[config.mk]
export PLATFORM = sky130hd
export DESIGN_NAME = mpmc_combine
export DESIGN_NICKNAME = d
export VERILOG_FILES = /design/src/design/mpmc_pkg.sv /design/src/design/mpmc_combine.sv
export SDC_FILE = /design/constraint.sdc
export NUM_CORES = 1
export LEC_CHECK = 0
export BUFFER_PORTS_ARGS = -buffer_cell sky130_fd_sc_hd__buf_2
export CAP_MARGIN = 20
export CELL_PAD_IN_SITES_DETAIL_PLACEMENT = 0
export CELL_PAD_IN_SITES_GLOBAL_PLACEMENT = 1
export CORE_ASPECT_RATIO = 1.5
export CORE_MARGIN = 2
export CORE_UTILIZATION = 36
export DETAILED_ROUTE_END_ITERATION = 7
export PLACE_DENSITY = 0.92
export SETUP_SLACK_MARGIN = 0.4
export SYNTH_ARGS = -nofsm -noshare
export SYNTH_HDL_FRONTEND = slang
export SYNTH_SLANG_ARGS = --single-unit
[constraint.sdc]
create_clock -name vclk -period 15.05
set_input_delay 4.515 -clock vclk [all_inputs]
set_output_delay 4.515 -clock vclk [all_outputs]
set_load 0.005 [all_outputs]
[src/design/mpmc_pkg.sv]
`timescale 1ns / 1ps
// Shared types and constants of the masked page mosaic combiner.
package mpmc_pkg;

    localparam int PAGES          = 64;
    localparam int MAX_ROWS       = 16;
    localparam int MAX_ROW_LENGTH = 64;
    localparam int SAMPLE_BITS    = 32;
    localparam int MASK_BITS      = 7;

    localparam int PAGE_BITS   = $clog2(PAGES);
    localparam int ROW_BITS    = $clog2(MAX_ROWS);
    localparam int COLUMN_BITS = $clog2(MAX_ROW_LENGTH);
    localparam int ADDR_BITS   = PAGE_BITS + ROW_BITS + COLUMN_BITS;
    localparam int STORE_DEPTH = PAGES * MAX_ROWS * MAX_ROW_LENGTH;

    localparam int ROW_LENGTH_BITS    = 7;
    localparam int ROWS_PER_PAGE_BITS = 5;
    localparam int CFG_DATA_BITS      = 7;

    localparam logic [ROW_LENGTH_BITS-1:0] ROW_LENGTH_RESET =
        ROW_LENGTH_BITS'(MAX_ROW_LENGTH);
    localparam logic [ROWS_PER_PAGE_BITS-1:0] ROWS_PER_PAGE_RESET =
        ROWS_PER_PAGE_BITS'(MAX_ROWS);

    typedef enum logic {
        CFG_ROW_LENGTH    = 1'b0,
        CFG_ROWS_PER_PAGE = 1'b1
    } t_cfg_reg;

    typedef struct packed {
        logic signed [SAMPLE_BITS-1:0] sample;
        logic [MASK_BITS-1:0]          mask;
    } t_pixel;

endpackage

[src/design/mpmc_combine.sv]
`timescale 1ns / 1ps
// Combining rule for one stored pixel and one new pixel.
module mpmc_combine (
    input  logic             i_visited,
    input  mpmc_pkg::t_pixel i_stored,
    input  mpmc_pkg::t_pixel i_new,
    output mpmc_pkg::t_pixel o_result
);
    import mpmc_pkg::*;

    logic [SAMPLE_BITS:0] sample_sum;
    logic [MASK_BITS:0]   mask_sum;
    logic                 stored_cov;
    logic                 new_cov;
    t_pixel               average;

    always_comb begin
        sample_sum = {i_stored.sample[SAMPLE_BITS-1], i_stored.sample}
                   + {i_new.sample[SAMPLE_BITS-1], i_new.sample};
        mask_sum   = {1'b0, i_stored.mask} + {1'b0, i_new.mask};
        average.sample = sample_sum[SAMPLE_BITS:1];
        average.mask   = mask_sum[MASK_BITS:1];
        stored_cov = (i_stored.mask != '0);
        new_cov    = (i_new.mask != '0);

        if (!i_visited) begin
            o_result = i_new;
        end else if (stored_cov == new_cov) begin
            o_result = average;
        end else if (new_cov) begin
            o_result = i_new;
        end else begin
            o_result = i_stored;
        end
    end

endmodule

Word level (Yosys, flattened, before mapping)
Cells that the tools add are included.
Storage, ports and cells
  flip-flop bits (word level): 0
  input port bits: 79
Operators by class
  $add $sub $neg: 2
  eq/ne operators: 1
  muxes and demuxes: 3
  reduce and logical (&&, ||, !) cells: 2
Operators with widths (count)
  $mux W39: 3
  $add A32 B32 Y33: 1
  $reduce_bool A7 Y1: 2
  $add A7 B7 Y8: 1
  $eq A1 B1 Y1: 1

Longest topological paths before layout
  word-level depth: 4
  depth in mapped cells: 11
  depth with buffers taken out: 11

Least setup slack after synthesis
Ideal clock, no wire load.
  path type: input port to output port
  start: input i_stored[7] (netlist bit)
  end: output o_result[26] (netlist bit)
  arrival time: 6.539 ns
  stages: 11
  path buffers: 0
  setup slack: 3.996 ns
  cells stage by stage: and2_1 -> fa_1 -> a21o_1 -> a221oi_2 -> o31a_1 -> o21bai_2 -> a21boi_1 -> nor3_1 -> nor2_1 -> xor2_1 -> o21ai_1
RTL lines
  from (decl): RTL line mpmc_combine.sv:5  | input mpmc_pkg::t_pixel i_stored,
  to (decl): RTL line mpmc_combine.sv:7  | output mpmc_pkg::t_pixel o_result

==> key figures <==
Global routing
  • Gr ovfl total: 0
  • Total track usage: 20.6%
  • First-pass GRT wire length: 13600 um
  • Initial antenna violation count: 0
  • Largest net degree at the start of global routing: 27
  • Vias in the first global route: 3179

Min path
  • Hold Path Cell Cnt: 4
  • Worst hold endpoint: o_result[25]
  • HP Class: in -> out
  • Hold Path Origin: i_new[25]

Cells and area
  • Sequential cells: 0
  • Reg area: 0 um2
  • Commonest cells after routing, fill and taps aside: buf_2, o21ai_0, nand2_1
  • P&R area growth vs syn: 25.5%
  • Filler cells: 731
  • CLK BUF: 0
  • # diodes: 0
  • Fin nets: 603
  • Commonest non-fill, non-tap cell in the layout: buf_2
  • Share of layout cells above drive strength 1: 26.5%

STA
  • Final setup viols: 0
  • Final Hold Fails: 0
  • Max frequency: 84.8 MHz
  • Fin Setup TNS: 0 ps
  • Period utilization: 78.3%
  • Slew @ Worst Pin: 824 ps
  • Setup ws final: 3260 ps
  • Worst slew margin: 45.0%
  • Post-layout min period: 11790 ps
  • Final Max Slew Viols: 0
  • RSZ-0062 raised after global routing: false

Route
  • Vias: 3211
  • Routed vias/inst: 5.72
  • First-pass DRT Iterations: 4
  • Remaining DRCs: 0
  • Iteration-0 DRC count of the detailed router: 108
  • Post-Route WL: 8200 um
  • DRT antenna net count: 0
  • Routed WL per cell: 14.6 um

Synth
  • Syn Nets: 497
  • Synth unique cells: 46
  • Post-Synthesis Cells: 379
  • Mapped Avg Cell Area: 6.64 um2
  • Synthesized cell area: 0.00252 mm2
  • Share of the synthesized area in the top cell type: 18.4%
  • Register area share after synthesis: 0%
  • Yosys synthesis warning count: 0
  • Area contributors post-synth: ha_1, o21ai_0, a21oi_1, xor2_1, nand2_1
  • Largest area contributor in the netlist: ha_1

Critical path
  • Worst Path Required: 10540 ps
  • Crit-path max FO: 26
  • Nature of the critical path startpoint: primary input
  • Crit Path Category: in -> out
  • CP endpoint kind: output pin
  • Worst Setup SP: i_new[2]
  • Crit path arrival time: 7270 ps

Floorplan
  • Die width: 72.3 um
  • # IOs: 118
  • Die area: 0.00769 mm2
  • Initial Utilization: 37.0%
  • Die Height: 106 um
  • Core area: 0.00681 mm2
  • FP Rows: 37

Pwr
  • Pwr dens: 43.0 mW/mm2
  • Peak VDD IR: 0.0000173 V
  • Pleak: 1.56 nW

Clocking
  • Post-CTS Repair Setup Buffers: 0
  • CTS Hold Bufs: 0
  • Post_cts resized: 0

Place
  • IO buf count: 118
  • DP Worst Slack: 3230 ps
  • Final HPWL DP: 6950 um
  • GPL Wtd Cong: 0.904

Run
  • Total of max-cap violations: 0

Run status
  • Status: finished clean
Yosys cell counts, types with 6 or more instances:
master and count:
nand3_1 6, clkbuf_1 13, a31oi_1 6, o21ai_0 44
and2_1 6, a22o_1 11, a22oi_1 18, nand2_1 41
xnor2_1 16, inv_1 6, a21o_1 16, nor2_1 28
ha_1 37, xor2_1 19, a21oi_1 37, nor3_1 9
o21a_1 7
worst max-delay path: stages:
cell and delay (ps):
buf_2 120, nor4_1 330, and2_1 670, nor2_1 110
nor2_2 280, nand2_1 560, a211oi_1 370, o21ai_0 140
nand2_1 80, buf_2 110
layout make-up:
class	instances	area (um2)	share of cell area, %
Multi-Input combinational cell	358	2440	77.3
Tap cell	78	97.6	3.09
Timing Repair Buffer	119	598	18.9
Inverter	6	22.5	0.713
logic make-up (layout without fill, tap and decap cells):
group	Yosys count	after routing	synth area share (%)
adder cells (fa/ha/maj)	39	39	20.0
AO/OA/AOI/OAI	175	175	45.1
XOR/XNOR	35	35	12.2
buffers and inverters	21	125	3.18
AND/OR/NAND/NOR	109	109	19.5
power breakdown:
group          switching [mW]  internal (mW)  leakage [nW]
Sequential                  0              0             0
Clock                       0              0             0
Combinational          0.0726         0.0632          1.56
worst max-delay path by stage:
stage / endpoint / slack [ps] / depth (start not counted)
finish: o_result[38] / 3260 / 10
detailed placement: o_result[38] / 3230 / 10
global route: o_result[38] / 2780 / 10
floorplan: o_result[26] / 4000 / 11
CTS: o_result[38] / 3230 / 10
global placement: o_result[38] / 3360 / 10
stage by stage:
stage / power [mW] / utilization, % / instance area [um2] / hold slack, ps / cells
global placement: 0.134 / 46.4 / 3160 / 9340 / 561
CTS: 0.136 / 46.4 / 3160 / 9330 / 561
detailed placement: 0.135 / 46.4 / 3160 / 9330 / 561
global route: 0.152 / 46.4 / 3160 / 9360 / 561
floorplan: 0.0900 / - / 2520 / 9120 / 379
finish: 0.136 / 46.4 / 3160 / 9330 / 561
layer usage:
metal | vias to the layer above | GRT usage [%] | wire length, um
met5 | - | 0 | 0
met4 | 0 | 3.23 | 99
met3 | 8 | 1.04 | 437
met2 | 100 | 40.6 | 4340
met1 | 1454 | 24.0 | 3320
li1 | 1649 | - | -
Note: power is estimated with default switching activity, not from simulation.
